$ cat src/rtl/core/salc_pkg.sv
`timescale 1ns / 1ps
// Package for the set-associative LRU tag store: geometry constants,
// register indexes and the controller state type. No dependencies.
package salc_pkg;

   localparam int WAYS        = 8;
   localparam int SETS        = 2;
   localparam int BLOCK_BYTES = 32;

   localparam int ADDR_W   = 32;
   localparam int COST_W   = 16;
   localparam int SUM_W    = 32;
   localparam int WAY_OUT_W = 3;
   localparam int CSR_IDX_W = 8;

   localparam int OFFSET_W = $clog2(BLOCK_BYTES);
   localparam int SET_BITS = $clog2(SETS);
   localparam int SET_W    = (SET_BITS > 0) ? SET_BITS : 1;
   localparam int TAG_W    = ADDR_W - OFFSET_W - SET_BITS;
   localparam int WAY_W    = (WAYS > 1) ? $clog2(WAYS) : 1;

   localparam logic [CSR_IDX_W-1:0] CSR_HIT_COST  = CSR_IDX_W'(0);
   localparam logic [CSR_IDX_W-1:0] CSR_MISS_COST = CSR_IDX_W'(1);

   localparam logic [COST_W-1:0] HIT_COST_RESET  = COST_W'(4);
   localparam logic [COST_W-1:0] MISS_COST_RESET = COST_W'(836);

   typedef logic [TAG_W-1:0] tag_type;
   typedef logic [WAY_W-1:0] rank_type;

   typedef enum logic {
      ST_IDLE,
      ST_LOOKUP
   } state_type;

endpackage

$ cat src/rtl/core/set_assoc_lru_cache_stall.sv
`timescale 1ns / 1ps
// Top level of the set-associative LRU tag store with stall accumulator.
// An accepted item's set, tag and memory rows are registered, then its result.
// A new item is taken only once the last finishes, due to the read-modify-write
// of the tag and rank memories. A stalled result holds the lookup until taken.
// Reset clears valid bits, rank init flags and the stall sum, and restores costs.
module set_assoc_lru_cache_stall
   import salc_pkg::*;
(
   input  logic                 clock,
   input  logic                 reset,
   input  logic                 req_valid,
   output logic                 req_stall,
   input  logic [ADDR_W-1:0]    req_address,
   output logic                 rsp_valid,
   input  logic                 rsp_stall,
   output logic                 rsp_hit,
   output logic [WAY_OUT_W-1:0] rsp_way,
   output logic [SUM_W-1:0]     rsp_stall_total,
   input  logic                 csr_valid,
   output logic                 csr_ready,
   input  logic [CSR_IDX_W-1:0] csr_index,
   input  logic [COST_W-1:0]    csr_wdata
);

   state_type state_ff, state_in;

   logic [COST_W-1:0] hit_cost_ff, miss_cost_ff;
   logic [SUM_W-1:0]  sum_ff, sum_in;

   logic [SET_W-1:0]  set_ff;
   tag_type           tag_ff;

   logic [WAYS*TAG_W-1:0] tag_mem [SETS];
   logic [WAYS*WAY_W-1:0] rank_mem [SETS];
   logic [WAYS*TAG_W-1:0] tag_rd_ff;
   logic [WAYS*WAY_W-1:0] rank_rd_ff;
   logic                  rank_init_rd_ff;
   logic [SETS-1:0]       rank_init_ff;
   logic [WAYS-1:0]       valid_ff [SETS];

   logic                  rsp_valid_ff;
   logic                  rsp_hit_ff;
   logic [WAY_OUT_W-1:0]  rsp_way_ff;
   logic [SUM_W-1:0]      rsp_sum_ff;

   logic                  req_take;
   logic                  finish;
   logic [SET_W-1:0]      req_set;
   tag_type               req_tag;

   logic [WAYS-1:0]       row_valid;
   rank_type              rank_cur [WAYS];
   logic [WAYS*WAY_W-1:0] rank_new;
   logic                  hit;
   logic [WAY_W-1:0]      hit_way, free_way, lru_way, chosen;
   logic                  free_found;
   rank_type              old_rank;
   logic [SUM_W:0]        sum_wide;

   assign req_set = SET_W'(req_address >> OFFSET_W) & SET_W'(SETS - 1);
   assign req_tag = TAG_W'(req_address >> (OFFSET_W + SET_BITS));

   always_ff @(posedge clock) begin
      if (reset) begin
         state_ff <= ST_IDLE;
      end else begin
         state_ff <= state_in;
      end
   end

   always_comb begin
      state_in  = state_ff;
      req_stall = 1'b1;
      req_take  = 1'b0;
      finish    = 1'b0;
      case (state_ff)
         ST_IDLE: begin
            req_stall = 1'b0;
            if (req_valid) begin
               req_take = 1'b1;
               state_in = ST_LOOKUP;
            end
         end
         ST_LOOKUP: begin
            if (!(rsp_valid_ff && rsp_stall)) begin
               finish   = 1'b1;
               state_in = ST_IDLE;
            end
         end
         default: begin
            state_in = ST_IDLE;
         end
      endcase
   end

   assign csr_ready = 1'b1;

   always_ff @(posedge clock) begin
      if (reset) begin
         hit_cost_ff  <= HIT_COST_RESET;
         miss_cost_ff <= MISS_COST_RESET;
      end else if (csr_valid) begin
         if (csr_index == CSR_HIT_COST) begin
            hit_cost_ff <= csr_wdata;
         end else if (csr_index == CSR_MISS_COST) begin
            miss_cost_ff <= csr_wdata;
         end
      end
   end

   always_ff @(posedge clock) begin
      if (req_take) begin
         set_ff          <= req_set;
         tag_ff          <= req_tag;
         tag_rd_ff       <= tag_mem[req_set];
         rank_rd_ff      <= rank_mem[req_set];
         rank_init_rd_ff <= rank_init_ff[req_set];
      end
   end

   always_comb begin
      row_valid = valid_ff[set_ff];
      for (int w = 0; w < WAYS; w++) begin
         rank_cur[w] = rank_init_rd_ff ? rank_rd_ff[w*WAY_W +: WAY_W] : WAY_W'(w);
      end
      hit        = 1'b0;
      hit_way    = '0;
      free_found = 1'b0;
      free_way   = '0;
      lru_way    = '0;
      for (int w = WAYS - 1; w >= 0; w--) begin
         if (row_valid[w] && tag_rd_ff[w*TAG_W +: TAG_W] == tag_ff) begin
            hit     = 1'b1;
            hit_way = WAY_W'(w);
         end
         if (!row_valid[w]) begin
            free_found = 1'b1;
            free_way   = WAY_W'(w);
         end
         if (rank_cur[w] == WAY_W'(WAYS - 1)) begin
            lru_way = WAY_W'(w);
         end
      end
      if (hit) begin
         chosen = hit_way;
      end else if (free_found) begin
         chosen = free_way;
      end else begin
         chosen = lru_way;
      end
      old_rank = rank_cur[chosen];
      for (int w = 0; w < WAYS; w++) begin
         if (WAY_W'(w) == chosen) begin
            rank_new[w*WAY_W +: WAY_W] = '0;
         end else if (rank_cur[w] < old_rank) begin
            rank_new[w*WAY_W +: WAY_W] = rank_cur[w] + WAY_W'(1);
         end else begin
            rank_new[w*WAY_W +: WAY_W] = rank_cur[w];
         end
      end
      sum_wide = {1'b0, sum_ff} + (SUM_W + 1)'(hit ? hit_cost_ff : miss_cost_ff);
      sum_in   = sum_wide[SUM_W] ? '1 : sum_wide[SUM_W-1:0];
   end

   always_ff @(posedge clock) begin
      if (finish) begin
         rank_mem[set_ff] <= rank_new;
         if (!hit) begin
            tag_mem[set_ff][chosen*TAG_W +: TAG_W] <= tag_ff;
         end
      end
   end

   always_ff @(posedge clock) begin
      if (reset) begin
         rank_init_ff <= '0;
         sum_ff       <= '0;
         for (int s = 0; s < SETS; s++) begin
            valid_ff[s] <= '0;
         end
      end else if (finish) begin
         rank_init_ff[set_ff]     <= 1'b1;
         valid_ff[set_ff][chosen] <= 1'b1;
         sum_ff                   <= sum_in;
      end
   end

   always_ff @(posedge clock) begin
      if (reset) begin
         rsp_valid_ff <= 1'b0;
      end else if (finish) begin
         rsp_valid_ff <= 1'b1;
      end else if (!rsp_stall) begin
         rsp_valid_ff <= 1'b0;
      end
   end

   always_ff @(posedge clock) begin
      if (finish) begin
         rsp_hit_ff <= hit;
         rsp_way_ff <= WAY_OUT_W'(chosen);
         rsp_sum_ff <= sum_in;
      end
   end

   assign rsp_valid       = rsp_valid_ff;
   assign rsp_hit         = rsp_hit_ff;
   assign rsp_way         = rsp_way_ff;
   assign rsp_stall_total = rsp_sum_ff;

endmodule
$ cat config.mk
export PLATFORM = sky130hd
export DESIGN_NAME = set_assoc_lru_cache_stall
export DESIGN_NICKNAME = d
export VERILOG_FILES = /design/src/rtl/core/salc_pkg.sv /design/src/rtl/core/set_assoc_lru_cache_stall.sv
export SDC_FILE = /design/constraint.sdc
export NUM_CORES = 1
export LEC_CHECK = 0
export BUFFER_PORTS_ARGS = -buffer_cell sky130_fd_sc_hd__buf_2
export CELL_PAD_IN_SITES_DETAIL_PLACEMENT = 0
export CELL_PAD_IN_SITES_GLOBAL_PLACEMENT = 1
export CORE_UTILIZATION = 40
export CTS_BUF_LIST = sky130_fd_sc_hd__clkbuf_16
export CTS_CLUSTER_DIAMETER = 60
export DETAILED_ROUTE_END_ITERATION = 8
export PLACE_DENSITY_LB_ADDON = 0.1
export SETUP_SLACK_MARGIN = 0.05
export SYNTH_ARGS = -nofsm -noshare
export SYNTH_HDL_FRONTEND = slang
export SYNTH_SLANG_ARGS = --single-unit
$ cat constraint.sdc
create_clock -name clock -period 22.9 [get_ports clock]
set_input_delay 4.58 -clock clock [delete_from_list [all_inputs] [get_ports clock]]
set_output_delay 4.58 -clock clock [all_outputs]
set_load 0.05 [all_outputs]
# Yosys cells after proc, flatten, opt, wreduce, memory -nomap -nowiden
# Memory sizes are Yosys's and may differ from the RTL's. A register that Yosys moved wholly into a read port is not among the register bits.
# Cells that the tools add are included.
# word_totals
regBits	132
ram_bits	480
out_inout_bits	39
n_memories	3
# memory_table
name	depth	word_bits	read_ports	rd_ports_with_merged_regs	wr	line	text
tag_mem	2	208	1	1	1	set_assoc_lru_cache_stall.sv:34	logic [WAYS*TAG_W-1:0] tag_mem [SETS];
rank_mem	2	24	1	1	1	set_assoc_lru_cache_stall.sv:35	logic [WAYS*WAY_W-1:0] rank_mem [SETS];
valid_ff	2	8	1	1	2	set_assoc_lru_cache_stall.sv:40	logic [WAYS-1:0] valid_ff [SETS];
# classes
addsub	10
n_mul	1
magnitude_cmp	14
n_eq_ne	25
shifts	2
n_mux	99
bitwise	4
reduce_logical	16
# ops
op	count
26-bit == test	8
208-bit 2-to-1 mux	1
26-bit by 34-bit variable shift with 208-bit output, first input constant	1
26-bit by 34-bit indexed part select with 208-bit output	1
3-bit 2-to-1 mux	52
1-bit 2-to-1 mux	37
8-bit negation with 34-bit output	1
32-bit by 16-bit adder with 33-bit output	1
32-bit 2-to-1 mux	1
3-bit by 1-bit adder with 3-bit output, second input constant	8
3-bit == test, second input constant	8
3-bit less-than comparator	8
8-bit 2-to-1 mux	3
16-bit 2-to-1 mux	1
3-bit == test, first input constant	4
1-bit logical AND	11
3-bit binary-select mux with 3-bit select	1
8-bit by 1-bit == test with 1-bit output, second input constant	1
8-bit zero test	1
8-bit OR reduction	1
3-bit by 4-bit multiplier with 7-bit output, second input constant	1
2-bit by 3-bit == test with 1-bit output, first input constant	2
4-bit greater-or-equal comparator, second input constant	1
1-bit by 2-bit less-than comparator with 1-bit output, second input constant	2
other kinds (14)	15

# Logic depth before layout (Yosys ltp)
# Gate-level depths: netlist of the first run.
# logic_depth
depth_word	19
mapped_depth	32
ltp_nobuf	26

# Worst setup path after synthesis of the first run
# Ideal clock, no wire load.
# synth_path
path_type	input to register
from	input req_valid
to	register (tool-made name)
setup_ns	0.118
arrival_ns	17.312
t_required_ns	22.782
slack_ns	5.471
path_stages	2
cell_sequence	nor2b_1 mux2_2
# synth_rtl
item	line	text
start: declaration	set_assoc_lru_cache_stall.sv:12	input logic req_valid,

# Final worst setup path of the first run
# layout_path
from	register tag_ff[16]
to	memory tag_mem[1][178] in the netlist's numbering (enable)
# layout_via
elab_chain_len	15
word_cells_on_any_way	39
classes_between	add/sub: 1; mul: 1; eq/ne: 8; shift: 1; mux: 20; reduce/logical: 8
# layout_lines
item	line	text
start: declaration	set_assoc_lru_cache_stall.sv:32	tag_type tag_ff;
start signal: assignment	set_assoc_lru_cache_stall.sv:115	tag_ff <= req_tag;
26-bit == test	set_assoc_lru_cache_stall.sv:133	if (row_valid[w] && tag_rd_ff[w*TAG_W +: TAG_W] == tag_ff) begin
1-bit logical AND	set_assoc_lru_cache_stall.sv:133	
3-bit 2-to-1 mux or 1-bit 2-to-1 mux (tied branches) (8 in series)	set_assoc_lru_cache_stall.sv:133	
3-bit 2-to-1 mux	set_assoc_lru_cache_stall.sv:145	if (hit) begin
3-bit by 4-bit multiplier with 7-bit output	set_assoc_lru_cache_stall.sv:170	tag_mem[set_ff][chosen*TAG_W +: TAG_W] <= tag_ff;
8-bit negation with 34-bit output	set_assoc_lru_cache_stall.sv:170	
26-bit by 34-bit variable shift with 208-bit output	set_assoc_lru_cache_stall.sv:170	
208-bit 2-to-1 mux (implied by the code) (*)	set_assoc_lru_cache_stall.sv:170	
end: declaration	set_assoc_lru_cache_stall.sv:34	
# Mark *: on every way between the ends. The rest lies on a longest branch, timed or not.

==> impl_metrics.ini, run 1 <==
[run_status]
status = complete, no violations

[worst_setup_path]
critical_path.max_stage_delay_ps = 800
path_buf_inv = 5
path_max_fanout = 49
crit_top_cell = buf_4
critical_path.top_delay_family = simple AND/OR/NAND/NOR gates
startpoint_type = flop
slowest_stage = nor2_1
r2r_slack_ps = 12360
r2r_end = tag_mem[1][178]
end_kind = flop
arrival_ps = 10910
crit_chain = buf_4, xnor2_1, nand4_1, or4_1, nor4_2, a2111oi_1, a21o_1, o21ai_4, buf_4, ha_1, ha_1, nor3b_1, xnor2_2, buf_4, nor2_1, ha_1, buf_4, inv_1, nand2_1, nor2_1, nand2_1, nor2_1
path_class = reg2reg
required_ps = 23270
r2r-start = tag_ff[16]
reg2reg_depth = 22

[routing]
met3_length_mm = 13.0
top_layer_used = met5
via_count = 29492
wl_mm = 159
vias_per_cell = 6.02
avgRoutedWirePerCell_um = 32.5
firstDrtPassIters = 7
drc = 0
ant_nets = 0
wl_met1_mm = 63.5
wl_met2_mm = 71.9
drtIter0Drc = 3448

[floorplan]
initial_core_util_pct = 40.4
die-width_um = 322
rows = 117
pin_count = 100
design.die.area_um2 = 104000
chipHeight_um = 322
coreArea_um2 = 102000

[power_and_ir_drop]
power_density_nw_per_um2 = 84.0
leakagePower_nw = 14.5
peakVddDrop_mv = 0.0952

[placement]
routabilityCongestion = 0.999
place.port_buffers = 93
pre_cts_slack_ps = 12700
hpwl_mm = 111

[clocking]
cts-resized-gates = 0
cts_buffers = 95
cts_setup_buffers = 0
htree_num_levels = 3
tritoncts = yes
cts_hold_buf = 0
clkSlewWorstSetupHoldPaths_ps = 60
clk_latency_ps = 710
clockBufferDepth = 3
clock_sinks = 845
cts-root-buf = clkbuf_16

[cells_and_area]
multi_input_area_um2 = 15700
fillers = 9312
final_cell_mix = 760 x edfxtp_1, 433 x nor2_1, 273 x mux2_2
final_common_cell = edfxtp_1
synthToLayoutAreaGrowth_pct = 12.9
drive_gt1_share_pct = 19.3
regArea_um2 = 24500
fin_nets = 3581

[yosys]
synth-seq-cells = 845
syn_nets = 3478
synth_cell_types = 98
ys.flop_type = edfxtp_1
syn_area_um2 = 41100
synthArstFlopShare_pct = 0
ys_seq_area_share_pct = 59.7
synth_edf_count = 760
syn_area_per_cell_um2 = 12.3
yosysWarnings = 0
syn_inst = 3350

[sta]
post-route-period-util_pct = 46.0
setup_violations = 0
slew_viol_final = 0
hold_viol_final = 0
finalClockSkew_ps = 38.5
fin_tns_setup_ps = 0
relSlewSlack_pct = 3.60
rsz0062_at_grt = no
fmax_mhz = 94.8
fin_crit_ps = 10540
layout_setup_ws_ps = 12360
worst_pin_slew_ps = 1430

[hold_path]
hp-start = sum_ff[5]
hold_path.class = reg2reg
worstHoldEndpoint = sum_ff[5]
min_path_cells = 2

[grt]
grt_pass1_wl_mm = 218
grt_start_max_net_pins = 72
antenna_found_initial = 15
overflow = 0
track_usage_pct = 30.4
grt_pass1_vias = 28763

[run]
maxCapViolations = 0
how the worst max path moves through the flow:
| stage | start | endpoint | slack, ps | cells after the start |
|---|---|---|---|---|
| after floorplan | req_valid | flop | 5470 | 2 |
| after global placement | tag_ff[16] | tag_mem[1][178] | 12730 | 22 |
| after detailed placement | tag_ff[16] | tag_mem[1][178] | 12700 | 22 |
| after CTS | tag_ff[16] | tag_mem[1][178] | 12640 | 22 |
| after global routing | tag_ff[16] | tag_mem[1][179] | 11980 | 22 |
| final | tag_ff[16] | tag_mem[1][178] | 12360 | 22 |
final cells by class:
| cell class | count | area share, % |
|---|---|---|
| Sequential cell | 845 | 52.9 |
| Timing Repair Buffer | 196 | 2.69 |
| Clock buffer | 98 | 5.29 |
| Tap cell | 1368 | 3.69 |
| Multi-Input combinational cell | 2271 | 33.8 |
| Clock inverter | 77 | 1.24 |
| Antenna cell | 2 | 0.0108 |
| Inverter | 44 | 0.356 |
metrics by stage:
step                utilization [%]  std cells  cell area (µm²)  total power, W  hold WS (ps)
finish                         45.6       4901            46400         0.00390           463
global route                   45.6       4899            46400         0.00400           490
CTS                            45.6       4899            46400         0.00391           466
detailed placement             42.6       4724            43300         0.00244           456
global placement               42.6       4724            43300         0.00243           447
floorplan                         -       3350            41100         0.00216           435
per-layer routing:
layer / GRT usage, % / vias to the layer above
met3: 6.71 / 390
met5: 0 / -
li1: - / 12780
met4: 18.3 / 8
met2: 47.4 / 1432
met1: 38.6 / 14882
worst min-delay path, delay by kind of cell (launching register included):
family          cells  cell delay (ps)
simple gates        1               50
flops               1              310
compound gates      1               50
power by group:
group          leakage, nW  switching [W]  total (W)  internal, W
Combinational         5.81       0.000503   0.000665     0.000162
Sequential            7.07      0.0000207    0.00176      0.00174
Clock                 1.57       0.000630    0.00147     0.000844
cells by family after synthesis:
family                   after synthesis  share of synthesized area, %
flip-flops                           845                          59.7
multiplexers                         368                          10.1
buffers and inverters                234                          2.41
adder cells (fa/ha/maj)               67                          2.08
XOR/XNOR                             236                          5.03
other                                  1                       0.00913
AND/OR/NAND/NOR                     1074                          12.2
AO/OA/AOI/OAI                        525                          8.54
synth_stat cells (29+ instances only):
library cell | number | share of area [%]
a211oi_1 | 29 | 0.53
a21oi_1 | 125 | 1.5
and2_1 | 35 | 0.53
buf_2 | 55 | 0.67
clkbuf_1 | 114 | 1.0
dfxtp_1 | 85 | 4.1
edfxtp_1 | 760 | 56
ha_1 | 65 | 2.0
inv_1 | 40 | 0.37
mux2_2 | 273 | 7.5
mux2i_1 | 85 | 2.1
nand2_1 | 220 | 2.0
nand3_1 | 60 | 0.73
nand4_1 | 76 | 1.2
nor2_1 | 436 | 4.0
nor3_1 | 80 | 0.97
nor4_1 | 31 | 0.47
o21ai_0 | 85 | 1.0
o22ai_1 | 69 | 1.1
or3_1 | 31 | 0.47
xnor2_1 | 187 | 4.0
xor2_1 | 49 | 1.0
state kept, by name, summed over array words and instances (netlist names), named ones only:
signal and count:
hit_cost_ff 16, miss_cost_ff 16, rank_init_ff 2, sum_ff 32, tag_rd_ff 208, state_ff 1, set_ff 1, tag_mem 416
rsp_way 3, rank_mem 48, rank_rd_ff 24, tag_ff 26, rank_init_rd_ff 1, rsp_stall_total 32, valid_ff 16, rsp_valid 1
rsp_hit 1
(Power assumes the default switching activity.)
==> run 2: changes to the inputs <==
Settings changed: ABC_AREA set to 1.
Clock period 22.9 ns to 9.9 ns, I/O delays scaled along.
==> impl_metrics.ini, run 2 <==
[run_status]
status = complete, no violations

[power_and_ir_drop]
leakagePower_nw = 19.5
clock_power_share_pct = 36.0
p_comb_share_pct = 22.7
seqPwrFrac_pct = 41.3
peakVddDrop_mv = 0.159
p_int_w = 0.00666
switching_share_pct = 34.1
power_density_nw_per_um2 = 212
total_power_w = 0.0101
switchingPower_w = 0.00345

[routing]
vias_per_cell = 5.40
drtIter0Drc = 3598
avgRoutedWirePerCell_um = 25.7
drc = 0
via_count = 33683
wl_mm = 160
ant_nets = 0
firstDrtPassIters = 7

[sta]
relSlewSlack_pct = 15.3
rsz0062_at_grt = no
fmax_mhz = 122
worst_pin_slew_ps = 1270
layout_setup_ws_ps = 1680
finalClockSkew_ps = 22.6
hold_viol_final = 0
fin_crit_ps = 8220
fin_tns_setup_ps = 0
setup_violations = 0
slew_viol_final = 0
post-route-period-util_pct = 83.1

[yosys]
synthArstFlopShare_pct = 0
yosysMostFrequentCell = nand2_1
syn_area_per_cell_um2 = 9.00
syn_area_um2 = 42300
synth_top_area_cell = edfxtp_1
syn_nets = 4824
syn_inst = 4696
ys_top_cells_by_count = 1636 x nand2_1, 760 x edfxtp_1, 600 x nor2_1
synth_edf_count = 760
synth_cell_types = 60
ys.flop_type = edfxtp_1
synth-seq-cells = 845
ys_seq_area_share_pct = 58.0
yosysWarnings = 0
synthTopCellsByArea = edfxtp_1 54%, nand2_1 15%, nor2_1 5.3%, dfxtp_1 4.0%, nand3_1 2.8%
yosysTopAreaCellShare_pct = 54.0

[worst_setup_path]
arrival_ps = 8640
end_kind = flop
path_class = reg2reg
slowest_stage = edfxtp_1
startpoint_type = flop
path_max_fanout = 29
crit_top_cell = nand2_1
required_ps = 10320
critical_path.max_stage_delay_ps = 680

[cells_and_area]
fillers = 10156
largestRegisters = tag_mem (416), tag_rd_ff (208), rank_mem (48)
largest_reg_flops = 416
drive_gt1_share_pct = 8.63
final_cell_mix = 1631 x nand2_1, 760 x edfxtp_1, 596 x nor2_1
synthToLayoutAreaGrowth_pct = 12.7
num_antenna_cells = 0
post-route-util_pct = 45.7
final_common_cell = nand2_1
fin_nets = 4900
largest-register = tag_mem

[grt]
track_usage_pct = 29.7
grt_start_max_net_pins = 176
grt_pass1_wl_mm = 226
overflow = 0
grt_pass1_vias = 31715
antenna_found_initial = 3

[placement]
hpwl_mm = 115
routabilityCongestion = 1.03
pre_cts_slack_ps = 1960
place.port_buffers = 93

[floorplan]
pin_count = 100
chipHeight_um = 327
design.die.area_um2 = 107000
coreArea_um2 = 104000
initial_core_util_pct = 40.6
rows = 118
die-width_um = 327

[clocking]
clock_sinks = 845
cts_hold_buf = 0
clk_latency_ps = 700
clkSlewWorstSetupHoldPaths_ps = 60
clockBufferDepth = 3
htree_num_levels = 3
cts_setup_buffers = 0
cts-resized-gates = 0
cts-root-buf = clkbuf_16
cts_buffers = 102
tritoncts = yes

[hold_path]
hold_path.class = reg2reg

[run]
maxCapViolations = 0
==> run 2: path summary, 6_finish.rpt <==
path | startpoint | to | slack [ps] | depth (start not counted)
hold reg to reg | valid_ff[1][1] | valid_ff[1][1] | 460 | 2
setup reg to reg | tag_ff[21] | tag_mem[1][110] | 1680 | 34
hold / removal | valid_ff[1][1] | valid_ff[1][1] | 460 | 2
setup / recovery | tag_ff[21] | tag_mem[1][110] | 1680 | 34
==> run 2: per-layer routing <==
layer | global-route usage, % | part of all wire [%]
met4 | 13.7 | 4.9
met5 | 0 | 0
met2 | 45.5 | 44
met3 | 6.03 | 8.4
met1 | 40.6 | 43
==> run 2: cell type report <==
| cell class | instances | area, µm² | share of cell area [%] |
|---|---|---|---|
| sequential | 845 | 24500 | 51.5 |
| multi-input combinational | 3338 | 15700 | 33.0 |
| clock buffer | 103 | 2580 | 5.41 |
| tap | 1380 | 1730 | 3.63 |
| timing repair buffer | 200 | 1330 | 2.79 |
| inverter | 285 | 1080 | 2.27 |
| clock inverter | 86 | 686 | 1.44 |
==> run 2: logic make-up (layout without fill, tap and decap cells) <==
family          after synthesis  after routing  synth area share (%)
simple gates               2672           2672                  25.7
xor+xnor                    195            195                  4.04
flops                       845            845                  58.0
compound gates              401            401                  5.26
mux                           2              2                0.0474
buf+inv                     513            674                  4.92
fa+ha+maj                    67             67                  2.02
other cells                   1              1               0.00888
==> run 2: through the flow <==
stage | hold WS, ps | std cells | instance area, µm²
after floorplan | 428 | 4696 | 42300
after global placement | 439 | 6048 | 44400
after detailed placement | 448 | 6048 | 44400
after CTS | 464 | 6237 | 47600
after global routing | 485 | 6237 | 47600
final | 463 | 6237 | 47600
==> run 2: critical path, delay by kind of cell, from the launching register on <==
family / cells / cell delay [ps]
simple gates: 24 / 4040
buf+inv: 5 / 1230
fa+ha+maj: 3 / 1130
compound gates: 2 / 800
flops: 1 / 680
==> run 2: power groups by stage <==
stage                     Combinational, W  Clock, W  Sequential, W
after CTS                          0.00223   0.00370        0.00418
after detailed placement           0.00222         0        0.00425
final                              0.00229   0.00364        0.00418
after global routing               0.00241   0.00383        0.00418
after global placement             0.00222         0        0.00425
after floorplan                    0.00125         0        0.00424
